`src/rtl/sfb_pkg.sv`:
```
// ----------------------------------------------------------------------------
// sfb_pkg
// Shared types, constants and CRC helpers for the sensor frame builder.
// ----------------------------------------------------------------------------
package sfb_pkg;

    localparam int unsigned FRAME_LEN   = 14;
    localparam int unsigned CRC_SPAN    = 11;
    localparam int unsigned IDX_W       = 4;

    localparam logic [IDX_W-1:0] IDX_FIRST  = 4'd0;
    localparam logic [IDX_W-1:0] IDX_CRC_LO = 4'd11;
    localparam logic [IDX_W-1:0] IDX_CRC_HI = 4'd12;
    localparam logic [IDX_W-1:0] IDX_LAST   = 4'd13;
    localparam logic [IDX_W-1:0] IDX_HDR_TOP = 4'd10;

    localparam logic [15:0] CRC_INIT = 16'hFFFF;
    localparam logic [15:0] CRC_POLY = 16'hA001;
    localparam logic [7:0]  FRAME_END = 8'h0D;

    localparam logic [15:0] NODE_ID_RESET    = 16'd1807;
    localparam logic [7:0]  FRAME_TYPE_RESET = 8'd8;

    localparam int unsigned CFG_DATA_W = 16;

    typedef enum logic [0:0] {
        REG_NODE_ID    = 1'b0,
        REG_FRAME_TYPE = 1'b1
    } cfg_index_t;

    typedef struct packed {
        logic signed [15:0] humidity;
        logic signed [15:0] temperature;
        logic [15:0]        light_level;
        logic               rain_bit;
        logic               error_flag;
    } sfb_in_t;

    typedef struct packed {
        logic [7:0] frame_byte;
        logic       last_byte;
    } sfb_out_t;

    typedef struct packed {
        logic [15:0]        node_id;
        logic [7:0]         frame_type;
        logic signed [15:0] humidity;
        logic signed [15:0] temperature;
        logic [15:0]        light_level;
        logic               rain_bit;
        logic               error_flag;
    } sfb_rec_t;

    typedef enum logic [0:0] {
        BACK_IDLE = 1'b0,
        BACK_SEND = 1'b1
    } back_state_t;

    function automatic logic [15:0] crc_byte(input logic [15:0] crc_in,
                                             input logic [7:0]  data);
        logic [15:0] acc;
        acc = crc_in ^ {8'h00, data};
        for (int b = 0; b < 8; b++)
        begin
            if (acc[0])
                acc = (acc >> 1) ^ CRC_POLY;
            else
                acc = acc >> 1;
        end
        return acc;
    endfunction

    function automatic logic [7:0] header_byte(input sfb_rec_t rec,
                                               input logic [IDX_W-1:0] idx);
        logic [87:0]      hdr;
        logic [IDX_W-1:0] sel;
        logic [87:0]      shifted;
        hdr = {rec.node_id, rec.frame_type, rec.humidity, rec.temperature,
               rec.light_level, 7'b0, rec.rain_bit, 7'b0, rec.error_flag};
        sel = IDX_HDR_TOP - idx;
        shifted = hdr >> {sel, 3'b000};
        return shifted[7:0];
    endfunction

endpackage

```
`src/rtl/sensor_frame_builder_crc16.sv`:
```
// ----------------------------------------------------------------------------
// sensor_frame_builder_crc16
// Turns each reading set into a 14-byte frame with CRC-16/Modbus.
//
//   channel | direction | payload    | handshake
//   in      | input     | sfb_in_t   | in_valid / in_ready
//   out     | output    | sfb_out_t  | out_valid / out_ready
//   cfg     | input     | 16-bit reg | cfg_we, no wait
//
// One frame byte per cycle while the output is not stalled; a reading set
// holds the serializer until its last byte goes out, and only then loads another.
// A set passes the front register, queue and record register before output.
// Reset clears the queue and the serializer; registers return to defaults.
// An output stall holds the serializer; the front and queue keep taking
// sets until the queue fills.
// ----------------------------------------------------------------------------
module sensor_frame_builder_crc16
#(
    parameter int unsigned QUEUE_DEPTH = 2
)
(
    input  logic                              clk,
    input  logic                              rst_n,
    input  logic                              in_valid,
    output logic                              in_ready,
    input  sfb_pkg::sfb_in_t                  in_data,
    output logic                              out_valid,
    input  logic                              out_ready,
    output sfb_pkg::sfb_out_t                 out_data,
    input  logic                              cfg_we,
    input  sfb_pkg::cfg_index_t               cfg_index,
    input  logic [sfb_pkg::CFG_DATA_W-1:0]    cfg_data
);
    import sfb_pkg::*;

    logic     push_valid;
    logic     push_ready;
    sfb_rec_t push_data;
    logic     pop_valid;
    logic     pop_ready;
    sfb_rec_t pop_data;

    sfb_front u_front
    (
        .clk        (clk),
        .rst_n      (rst_n),
        .in_valid   (in_valid),
        .in_ready   (in_ready),
        .in_data    (in_data),
        .cfg_we     (cfg_we),
        .cfg_index  (cfg_index),
        .cfg_data   (cfg_data),
        .push_valid (push_valid),
        .push_ready (push_ready),
        .push_data  (push_data)
    );

    sfb_queue #(.DEPTH(QUEUE_DEPTH)) u_queue
    (
        .clk        (clk),
        .rst_n      (rst_n),
        .push_valid (push_valid),
        .push_ready (push_ready),
        .push_data  (push_data),
        .pop_valid  (pop_valid),
        .pop_ready  (pop_ready),
        .pop_data   (pop_data)
    );

    sfb_back u_back
    (
        .clk        (clk),
        .rst_n      (rst_n),
        .pop_valid  (pop_valid),
        .pop_ready  (pop_ready),
        .pop_data   (pop_data),
        .out_valid  (out_valid),
        .out_ready  (out_ready),
        .out_data   (out_data)
    );

endmodule

```
`src/rtl/sfb_front.sv`:
```
// ----------------------------------------------------------------------------
// sfb_front
// Holds the configuration registers, accepts reading sets and tags each
// with the current node id and frame type before queuing it.
// ----------------------------------------------------------------------------
module sfb_front
(
    input  logic                              clk,
    input  logic                              rst_n,
    input  logic                              in_valid,
    output logic                              in_ready,
    input  sfb_pkg::sfb_in_t                  in_data,
    input  logic                              cfg_we,
    input  sfb_pkg::cfg_index_t               cfg_index,
    input  logic [sfb_pkg::CFG_DATA_W-1:0]    cfg_data,
    output logic                              push_valid,
    input  logic                              push_ready,
    output sfb_pkg::sfb_rec_t                 push_data
);
    import sfb_pkg::*;

    logic [15:0] node_id_reg;
    logic [7:0]  frame_type_reg;
    logic        fr_valid_reg;
    logic        fr_valid_next;
    sfb_rec_t    fr_rec_reg;
    logic        take;

    assign in_ready   = !fr_valid_reg || push_ready;
    assign take       = in_valid && in_ready;
    assign push_valid = fr_valid_reg;
    assign push_data  = fr_rec_reg;

    always_ff @(posedge clk or negedge rst_n)
    begin
        if (!rst_n)
        begin
            node_id_reg    <= NODE_ID_RESET;
            frame_type_reg <= FRAME_TYPE_RESET;
        end
        else if (cfg_we)
        begin
            unique case (cfg_index)
                REG_NODE_ID:    node_id_reg    <= cfg_data[15:0];
                REG_FRAME_TYPE: frame_type_reg <= cfg_data[7:0];
                default:        node_id_reg    <= node_id_reg;
            endcase
        end
    end

    always_comb
    begin
        priority if (take)
            fr_valid_next = 1'b1;
        else if (push_ready)
            fr_valid_next = 1'b0;
        else
            fr_valid_next = fr_valid_reg;
    end

    always_ff @(posedge clk or negedge rst_n)
    begin
        if (!rst_n)
            fr_valid_reg <= 1'b0;
        else
            fr_valid_reg <= fr_valid_next;
    end

    always_ff @(posedge clk)
    begin
        if (take)
        begin
            fr_rec_reg.node_id     <= node_id_reg;
            fr_rec_reg.frame_type  <= frame_type_reg;
            fr_rec_reg.humidity    <= in_data.humidity;
            fr_rec_reg.temperature <= in_data.temperature;
            fr_rec_reg.light_level <= in_data.light_level;
            fr_rec_reg.rain_bit    <= in_data.rain_bit;
            fr_rec_reg.error_flag  <= in_data.error_flag;
        end
    end

endmodule

```
`src/rtl/sfb_queue.sv`:
```
// ----------------------------------------------------------------------------
// sfb_queue
// Short first-in first-out queue of tagged reading sets between the front
// and the frame serializer.
// ----------------------------------------------------------------------------
module sfb_queue
#(
    parameter int unsigned DEPTH = 2
)
(
    input  logic               clk,
    input  logic               rst_n,
    input  logic               push_valid,
    output logic               push_ready,
    input  sfb_pkg::sfb_rec_t  push_data,
    output logic               pop_valid,
    input  logic               pop_ready,
    output sfb_pkg::sfb_rec_t  pop_data
);
    import sfb_pkg::*;

    localparam int unsigned PTR_W = $clog2(DEPTH);
    localparam int unsigned CNT_W = $clog2(DEPTH + 1);
    localparam logic [PTR_W-1:0] PTR_MAX = PTR_W'(DEPTH - 1);
    localparam logic [CNT_W-1:0] CNT_FULL = CNT_W'(DEPTH);

    sfb_rec_t         mem_reg [DEPTH];
    logic [PTR_W-1:0] wr_ptr_reg;
    logic [PTR_W-1:0] wr_ptr_next;
    logic [PTR_W-1:0] rd_ptr_reg;
    logic [PTR_W-1:0] rd_ptr_next;
    logic [CNT_W-1:0] count_reg;
    logic [CNT_W-1:0] count_next;
    logic             do_push;
    logic             do_pop;

    assign push_ready = (count_reg != CNT_FULL);
    assign pop_valid  = (count_reg != '0);
    assign pop_data   = mem_reg[rd_ptr_reg];
    assign do_push    = push_valid && push_ready;
    assign do_pop     = pop_valid && pop_ready;

    always_comb
    begin
        wr_ptr_next = wr_ptr_reg;
        rd_ptr_next = rd_ptr_reg;
        count_next  = count_reg;
        if (do_push)
            wr_ptr_next = (wr_ptr_reg == PTR_MAX) ? '0 : wr_ptr_reg + 1'b1;
        if (do_pop)
            rd_ptr_next = (rd_ptr_reg == PTR_MAX) ? '0 : rd_ptr_reg + 1'b1;
        if (do_push && !do_pop)
            count_next = count_reg + 1'b1;
        else if (do_pop && !do_push)
            count_next = count_reg - 1'b1;
    end

    always_ff @(posedge clk or negedge rst_n)
    begin
        if (!rst_n)
        begin
            wr_ptr_reg <= '0;
            rd_ptr_reg <= '0;
            count_reg  <= '0;
        end
        else
        begin
            wr_ptr_reg <= wr_ptr_next;
            rd_ptr_reg <= rd_ptr_next;
            count_reg  <= count_next;
        end
    end

    always_ff @(posedge clk)
    begin
        if (do_push)
            mem_reg[wr_ptr_reg] <= push_data;
    end

endmodule

```
`src/rtl/sfb_back.sv`:
```
// ----------------------------------------------------------------------------
// sfb_back
// Frame serializer: walks the fourteen frame bytes of one reading set,
// folds the CRC-16/Modbus in a byte at a time and drives the output register.
// ----------------------------------------------------------------------------
module sfb_back
(
    input  logic               clk,
    input  logic               rst_n,
    input  logic               pop_valid,
    output logic               pop_ready,
    input  sfb_pkg::sfb_rec_t  pop_data,
    output logic               out_valid,
    input  logic               out_ready,
    output sfb_pkg::sfb_out_t  out_data
);
    import sfb_pkg::*;

    back_state_t      state_reg;
    back_state_t      state_next;
    sfb_rec_t         rec_reg;
    logic [IDX_W-1:0] idx_reg;
    logic [15:0]      crc_reg;
    logic             out_valid_reg;
    sfb_out_t         out_data_reg;

    logic             advance;
    logic             is_last;
    logic             load;
    logic             in_header;
    logic [7:0]       cur_byte;

    assign is_last   = (idx_reg == IDX_LAST);
    assign in_header = (idx_reg < IDX_CRC_LO);
    assign load      = pop_valid && pop_ready;
    assign out_valid = out_valid_reg;
    assign out_data  = out_data_reg;

    always_comb
    begin
        state_next = state_reg;
        unique case (state_reg)
            BACK_IDLE:
            begin
                if (pop_valid)
                    state_next = BACK_SEND;
            end
            BACK_SEND:
            begin
                if (advance && is_last && !pop_valid)
                    state_next = BACK_IDLE;
            end
            default: state_next = BACK_IDLE;
        endcase
    end

    always_comb
    begin
        advance   = 1'b0;
        pop_ready = 1'b0;
        unique case (state_reg)
            BACK_IDLE:
            begin
                pop_ready = 1'b1;
            end
            BACK_SEND:
            begin
                advance   = !out_valid_reg || out_ready;
                pop_ready = advance && is_last;
            end
            default:
            begin
                pop_ready = 1'b0;
            end
        endcase
    end

    always_comb
    begin
        priority if (in_header)
            cur_byte = header_byte(rec_reg, idx_reg);
        else if (idx_reg == IDX_CRC_LO)
            cur_byte = crc_reg[7:0];
        else if (idx_reg == IDX_CRC_HI)
            cur_byte = crc_reg[15:8];
        else
            cur_byte = FRAME_END;
    end

    always_ff @(posedge clk or negedge rst_n)
    begin
        if (!rst_n)
        begin
            state_reg     <= BACK_IDLE;
            out_valid_reg <= 1'b0;
            idx_reg       <= IDX_FIRST;
        end
        else
        begin
            state_reg <= state_next;
            if (advance)
                out_valid_reg <= 1'b1;
            else if (out_ready)
                out_valid_reg <= 1'b0;
            if (load)
                idx_reg <= IDX_FIRST;
            else if (advance)
                idx_reg <= idx_reg + 1'b1;
        end
    end

    always_ff @(posedge clk)
    begin
        if (load)
        begin
            rec_reg <= pop_data;
            crc_reg <= CRC_INIT;
        end
        else if (advance && in_header)
        begin
            crc_reg <= crc_byte(crc_reg, cur_byte);
        end
        if (advance)
        begin
            out_data_reg.frame_byte <= cur_byte;
            out_data_reg.last_byte  <= is_last;
        end
    end

endmodule

```
`config.mk`:
```
export PLATFORM = sky130hd
export DESIGN_NAME = sensor_frame_builder_crc16
export DESIGN_NICKNAME = d
export VERILOG_FILES = /design/src/rtl/sfb_pkg.sv /design/src/rtl/sensor_frame_builder_crc16.sv /design/src/rtl/sfb_front.sv /design/src/rtl/sfb_queue.sv /design/src/rtl/sfb_back.sv
export SDC_FILE = /design/constraint.sdc
export NUM_CORES = 1
export LEC_CHECK = 0
export BUFFER_PORTS_ARGS = -buffer_cell sky130_fd_sc_hd__buf_4
export CAP_MARGIN = 20
export CORE_MARGIN = 2
export CORE_UTILIZATION = 57
export CTS_CLUSTER_DIAMETER = 150
export DETAILED_ROUTE_END_ITERATION = 10
export GPL_TIMING_DRIVEN = 0
export PLACE_DENSITY = 0.76
export SETUP_SLACK_MARGIN = 0.4
export SYNTH_ARGS = -nofsm -noshare
export SYNTH_HDL_FRONTEND = slang
export SYNTH_SLANG_ARGS = --single-unit
```
`constraint.sdc`:
```
create_clock -name clk -period 5.7 [get_ports clk]
set_input_delay 0.57 -clock clk [delete_from_list [all_inputs] [get_ports clk]]
set_output_delay 0.57 -clock clk [all_outputs]
set_load 0.1 [all_outputs]
```
# Word level (Yosys, flattened, before mapping)
# Memory sizes are Yosys's and may differ from the RTL's. A register that Yosys moved wholly into a read port is not among the register bits.
# Cells that the tools add are included.
# totals
output_inout_bits	11
ramBits	148
register_bits	134
memories	1
# mem_list
memory	words	width	read_ports	rd_clocked_by_memory_dff	write_ports	line	source
u_queue.mem_reg	2	74	1	1	1	sfb_queue.sv:27	sfb_rec_t mem_reg [DEPTH];
# op_classes
muxes	42
add_sub_neg	6
n_bitwise	11
shift	1
n_lt_le_gt_ge	1
eq_ne	4
reduce_logical	23
# ops
op	count
2-to-1 mux 16 bit	22
right shift 88 x 7 -> 8 bit	1
2-to-1 mux 8 bit	3
inverter 2 -> 3 bit	8
bitwise XOR 16 x 8 -> 16 bit	1
== test 4 bit (second input constant)	3
2-to-1 mux 1 bit	11
nonzero test 2 bit	5
logical AND 1 bit	9
2-to-1 mux 4 bit	2
logical NOT 1 bit	5
adder 4 x 1 -> 4 bit (second input constant)	1
less-than comparator 4 bit (second input constant)	1
2-to-1 mux 2 bit	2
one-hot mux 1 bit (2 select lines)	2
AND reduction 2 bit	2
subtractor 4 bit (first input constant)	1
adder 1 bit (second input constant)	2
adder 2 x 1 -> 2 bit (second input constant)	1
logical OR 1 bit	2
!= test 2 bit (second input constant)	1
inverter 1 bit	2
subtractor 2 x 1 -> 2 bit (second input constant)	1

# Longest topological paths before layout
# depth
depth_word	35
depth_mapped	17

# By module
# Synthesis repeated with hierarchy kept, for this count alone.
# unflattened
hier_cells	735
area_unflattened_um2	13746.9
# by_module_without_submodules
mod	seq_area_each_um2	area_each_um2	n_inst	cells_each
sfb_queue	4544.4	5736.8	1	248
sfb_back	2962.8	4789.6	1	357
sfb_front	2857.7	3220.6	1	130

# Worst setup path after synthesis
# OpenSTA, ideal clock, no wires.
# synth_timing
path_type	flip-flop to flip-flop
from	register u_queue.count_reg[0]
to	memory u_queue.mem_reg[0][0] in the netlist's numbering, enable pin
path_stages_with_launch	4
arrival_time_ps	3725
period_less_slack_ps	4232
path_buffers	0
setup_slack_ps	1468
setup_ps	507
cell_sequence	dfrtp_1 -> nand2b_1 -> nand2_1 -> nor2_1
# synth_between
elab_chain_len	4
# synth_lines
item	line	source
start, declared	sfb_queue.sv:32	logic [CNT_W-1:0] count_reg;
start signal, assigned	sfb_queue.sv:70	count_reg <= count_next;
!= test 2 bit	sfb_queue.sv:37	assign push_ready = (count_reg != CNT_FULL);
logical AND 1 bit	sfb_queue.sv:40	assign do_push = push_valid && push_ready;
2-to-1 mux 1 bit	sfb_queue.sv:76	if (do_push)
2-to-1 mux 1 bit (not written as such)	sfb_queue.sv:77	mem_reg[wr_ptr_reg] <= push_data;
end, declared	sfb_queue.sv:27	
# Every way passes these cells.

# Worst setup path after layout
# layout_timing
from	register u_back.idx_reg[0]
to	register u_back.crc_reg[0]
# layout_between
elab_chain_len	28
word_cells_on_any_way	43
cone_classes	add/sub: 1; order compare: 1; eq/ne: 3; shift: 1; mux: 26; bitwise: 8; reduce/logical: 3
# layout_lines
item	line	source
start, declared	sfb_back.sv:22	logic [IDX_W-1:0] idx_reg;
start signal, assigned	sfb_back.sv:108	idx_reg <= idx_reg + 1'b1;
parallel branches: the longest is 3 deep, another holds subtractor 4 bit	-	
2-to-1 mux 8 bit *	sfb_back.sv:80	priority if (in_header)
named net u_back.cur_byte[6]	sfb_back.sv:31	logic [7:0] cur_byte;
bitwise XOR 16 x 8 -> 16 bit *	sfb_pkg.sv:62	acc = crc_in ^ {8'h00, data};
2-to-1 mux 16 bit *	sfb_pkg.sv:65	if (acc[0])
2-to-1 mux 16 bit *	sfb_back.sv:119	else if (advance && in_header)
2-to-1 mux 16 bit *	sfb_back.sv:114	if (load)
2-to-1 mux 16 bit *	sfb_pkg.sv:65	
(+11 left out)	-	
inverter 2 -> 3 bit (no line)	-	
2-to-1 mux 16 bit *	sfb_pkg.sv:65	
2-to-1 mux 16 bit *	sfb_back.sv:119	
2-to-1 mux 16 bit *	sfb_back.sv:114	
2-to-1 mux 16 bit *	sfb_pkg.sv:65	
2-to-1 mux 16 bit *	sfb_back.sv:119	
2-to-1 mux 16 bit *	sfb_back.sv:114	
2-to-1 mux 16 bit *	sfb_pkg.sv:65	
end signal, assigned	sfb_back.sv:121	crc_reg <= crc_byte(crc_reg, cur_byte);
end, declared	sfb_back.sv:23	logic [15:0] crc_reg;
# Mark *: on every way through the listed nets, which the timed path passes. The select of a mux whose other input is x is not followed.
# A chain may end at the register's enable or synchronous reset.

==> results.toml <==
[status]
run_status = "finished, final reports clean"

[critical_path]
crit_fanout = 10
cp-end-kind = "register"
crit_required_ps = 6130
startpoint_type = "register"
crit_type = "reg2reg"
reg2reg_slack_ps = 690
crit_arrival_ps = 5450

[cells_and_area]
num-fill-cells = 1441
insertedDiodeCount = 0
fin_nets = 919
final_area_um2 = 15600
final_common_cell = "edfxtp_1"
area_growth_pct = 16.92
drive_gt1_frac = 0.3141
final_cell_mix = "305 x edfxtp_1, 101 x mux2_2, 82 x buf_4"
largest_register_ffs = 148

[place]
dp_hpwl_um = 15550
portBuffers = 82
pre_cts_ws_ps = 192.5
place_area_um2 = 14480
routabilityCongestion = 0.8380

[synthesis]
synth-edff-count = 305
synth-async-reset-ratio = 0.09831
syn_area_per_cell_um2 = 18.61
yosysTopAreaCell = "edfxtp_1"
yosys_most_used_dff = "edfxtp_1"
synthDominantCellAreaShare = 0.6866
synth_cell_type_count = 55
yosysWarnings = 0
syn_inst = 717
ys_seq_elements = 356
synth.net_count = 794
yosys-top-cells-area = "edfxtp_1 69%, mux2_2 8.5%, dfrtp_1 5.1%, dfxtp_1 2.4%, dfstp_2 1.6%"
synthesis.area_um2 = 13340
yosysSeqAreaShare = 0.7770

[power]
swShare = 0.3227
share_seq_of_total_power = 0.414
p_per_area_nw_per_um2 = 612.5
p_int_uw = 6470
switchingPower_uw = 3083
combPwrFrac = 0.354
leakage_uw = 0.005513
power_uw = 9554
irDropWorstVdd_mv = 0.5470
p_clk_frac = 0.232

[cts]
cts.sinks = 356
cts_root_buffer = "clkbuf_16"
postCtsHoldBufs = 0
clk_latency_ps = 510
numCtsBuffers = 36
cts_tree = "done"
cts-htree-levels = 2
cts_max_path_buffers = 3
cts.clk_slew.worst_paths_ps = 60

[timing]
hold_violations = 0
fmax_mhz = 199.4
tns_ps = 0
slew_headroom = 0.3971
skew_ps = 19.01
worst_pin_slew_ps = 894.9
final_max_slew_viol_count = 0
worst_slack_ps = 685.3
setup_violations = 0
rsz0062_at_grt = "no"
fin_crit_sh = 0.8798
min_period_ps = 5015

[global_routing]
grt_overflow = 0
grt_max_degree = 68
grt_pass1_vias = 6862
grt_pass1_wl_um = 36540
antenna_found_initial = 0
gr-usage-all-layers = 0.1973

[die]
fp.dieH_um = 157.0
start_util = 0.5857
fp-row-count = 55
die_area_um2 = 24640
die_w_um = 157.0
ios = 83
core_area_um2 = 22780

[job]
cap_violations = 0

[routing]
via_per_inst = 5.486
vias = 6468
wl_um = 23350
drt_iter0_markers = 357
wl_per_cell_um = 19.81
dr.pass1.iters = 5
ant_nets = 0
drc = 0

[hold_path]
hold_path_class = "in2async"
## per-stage QoR
stage               std cells  hold WS (ps)    util
finish                   1179         19.67  0.6848
global route             1179         46.83  0.6848
CTS                      1179         23.14  0.6842
detailed placement       1117         431.3  0.6357
global placement         1112         426.2  0.6299
floorplan                 717         274.4       -
## critical path, stage by stage (launching register included)
cell and delay, ps:
dfrtp_2 480, buf_6 220, buf_6 180, buf_2 290, buf_2 300, inv_1 70
ha_1 280, clkbuf_1 280, clkbuf_4 330, clkbuf_4 290, mux4_2 360, a222oi_1 570
o21ai_1 240, xnor2_2 320, xor2_1 330, xnor3_1 270, o21ai_1 120
## kinds of logic after synthesis
group / Yosys count / share of synthesized area
flip-flops: 356 / 0.7770
multiplexers: 123 / 0.1113
AO/OA/AOI/OAI: 77 / 0.04052
XOR/XNOR: 26 / 0.01979
adder cells (fa/ha/maj): 5 / 0.004690
buffers and inverters: 40 / 0.01294
AND/OR/NAND/NOR: 90 / 0.03376
## cells in the mapped netlist (3+ instances only)
cell type	number
a31oi_1	3
dfrtp_1	27
nand3_1	14
and2_1	5
o21ai_1	4
mux2_2	101
and3_1	4
o211ai_1	13
ha_1	5
nor2b_1	3
a211o_1	4
edfxtp_1	305
dfstp_2	8
mux4_1	4
mux2i_1	13
nor2_1	15
xnor2_1	12
xor2_1	11
clkbuf_1	20
mux4_2	5
a32o_1	4
nand2_1	32
o21ai_0	18
a21oi_1	12
dfxtp_1	16
a211oi_1	3
buf_2	6
inv_1	9
nand2b_1	6
## power by group through the flow
stage / clock network [uW] / logic, uW / registers, uW
3_3_place_gp: 0 / 3200 / 4030
2_1_floorplan: 0 / 2320 / 4170
6_report: 2210 / 3380 / 3960
3_5_place_dp: 0 / 3360 / 4000
5_1_grt: 2350 / 3660 / 4010
4_1_cts: 2250 / 3390 / 3960
## cell type report
cell class	instances	area (um^2)	share of cell area
Sequential cell	356	10370	0.6646
Multi-Input combinational cell	321	2824	0.1811
Clock buffer	47	942.2	0.06040
Timing Repair Buffer	87	730.7	0.04685
Tap cell	313	391.6	0.02511
Clock inverter	15	162.7	0.01043
Buffer	30	141.4	0.009065
Inverter	10	38.79	0.002487
## per-layer routing
| metal | part of all wire | vias up | global-route usage |
|---|---|---|---|
| li1 | - | 3030 | - |
| met1 | 0.42 | 3230 | 0.2566 |
| met2 | 0.50 | 168 | 0.3346 |
| met3 | 0.047 | 40 | 0.04020 |
| met4 | 0.028 | 0 | 0.06859 |
| met5 | 0 | - | 0 |
## worst paths after layout
check                                               start                     end  cells past startpoint
worst max-delay path                    u_back.idx_reg[0]       u_back.crc_reg[0]                     16
worst min-delay path                                rst_n      u_queue.rd_ptr_reg                      1
worst max register to register          u_back.idx_reg[0]       u_back.crc_reg[0]                     16
worst min register to register  u_front.frame_type_reg[5]   u_front.push_data[55]                      0
max in group asynchronous                           rst_n  u_front.node_id_reg[0]                      1
min in group clk                               in_data[3]    u_front.push_data[3]                      1
## repair_timing
action,4_1_cts,5_1_grt
pin swaps,0,1
hold endpoints to repair,0,0
buffers inserted,0,0
setup endpoints to repair,3,4
gates resized for setup,1,4
Power figures use the tool's default switching activity.
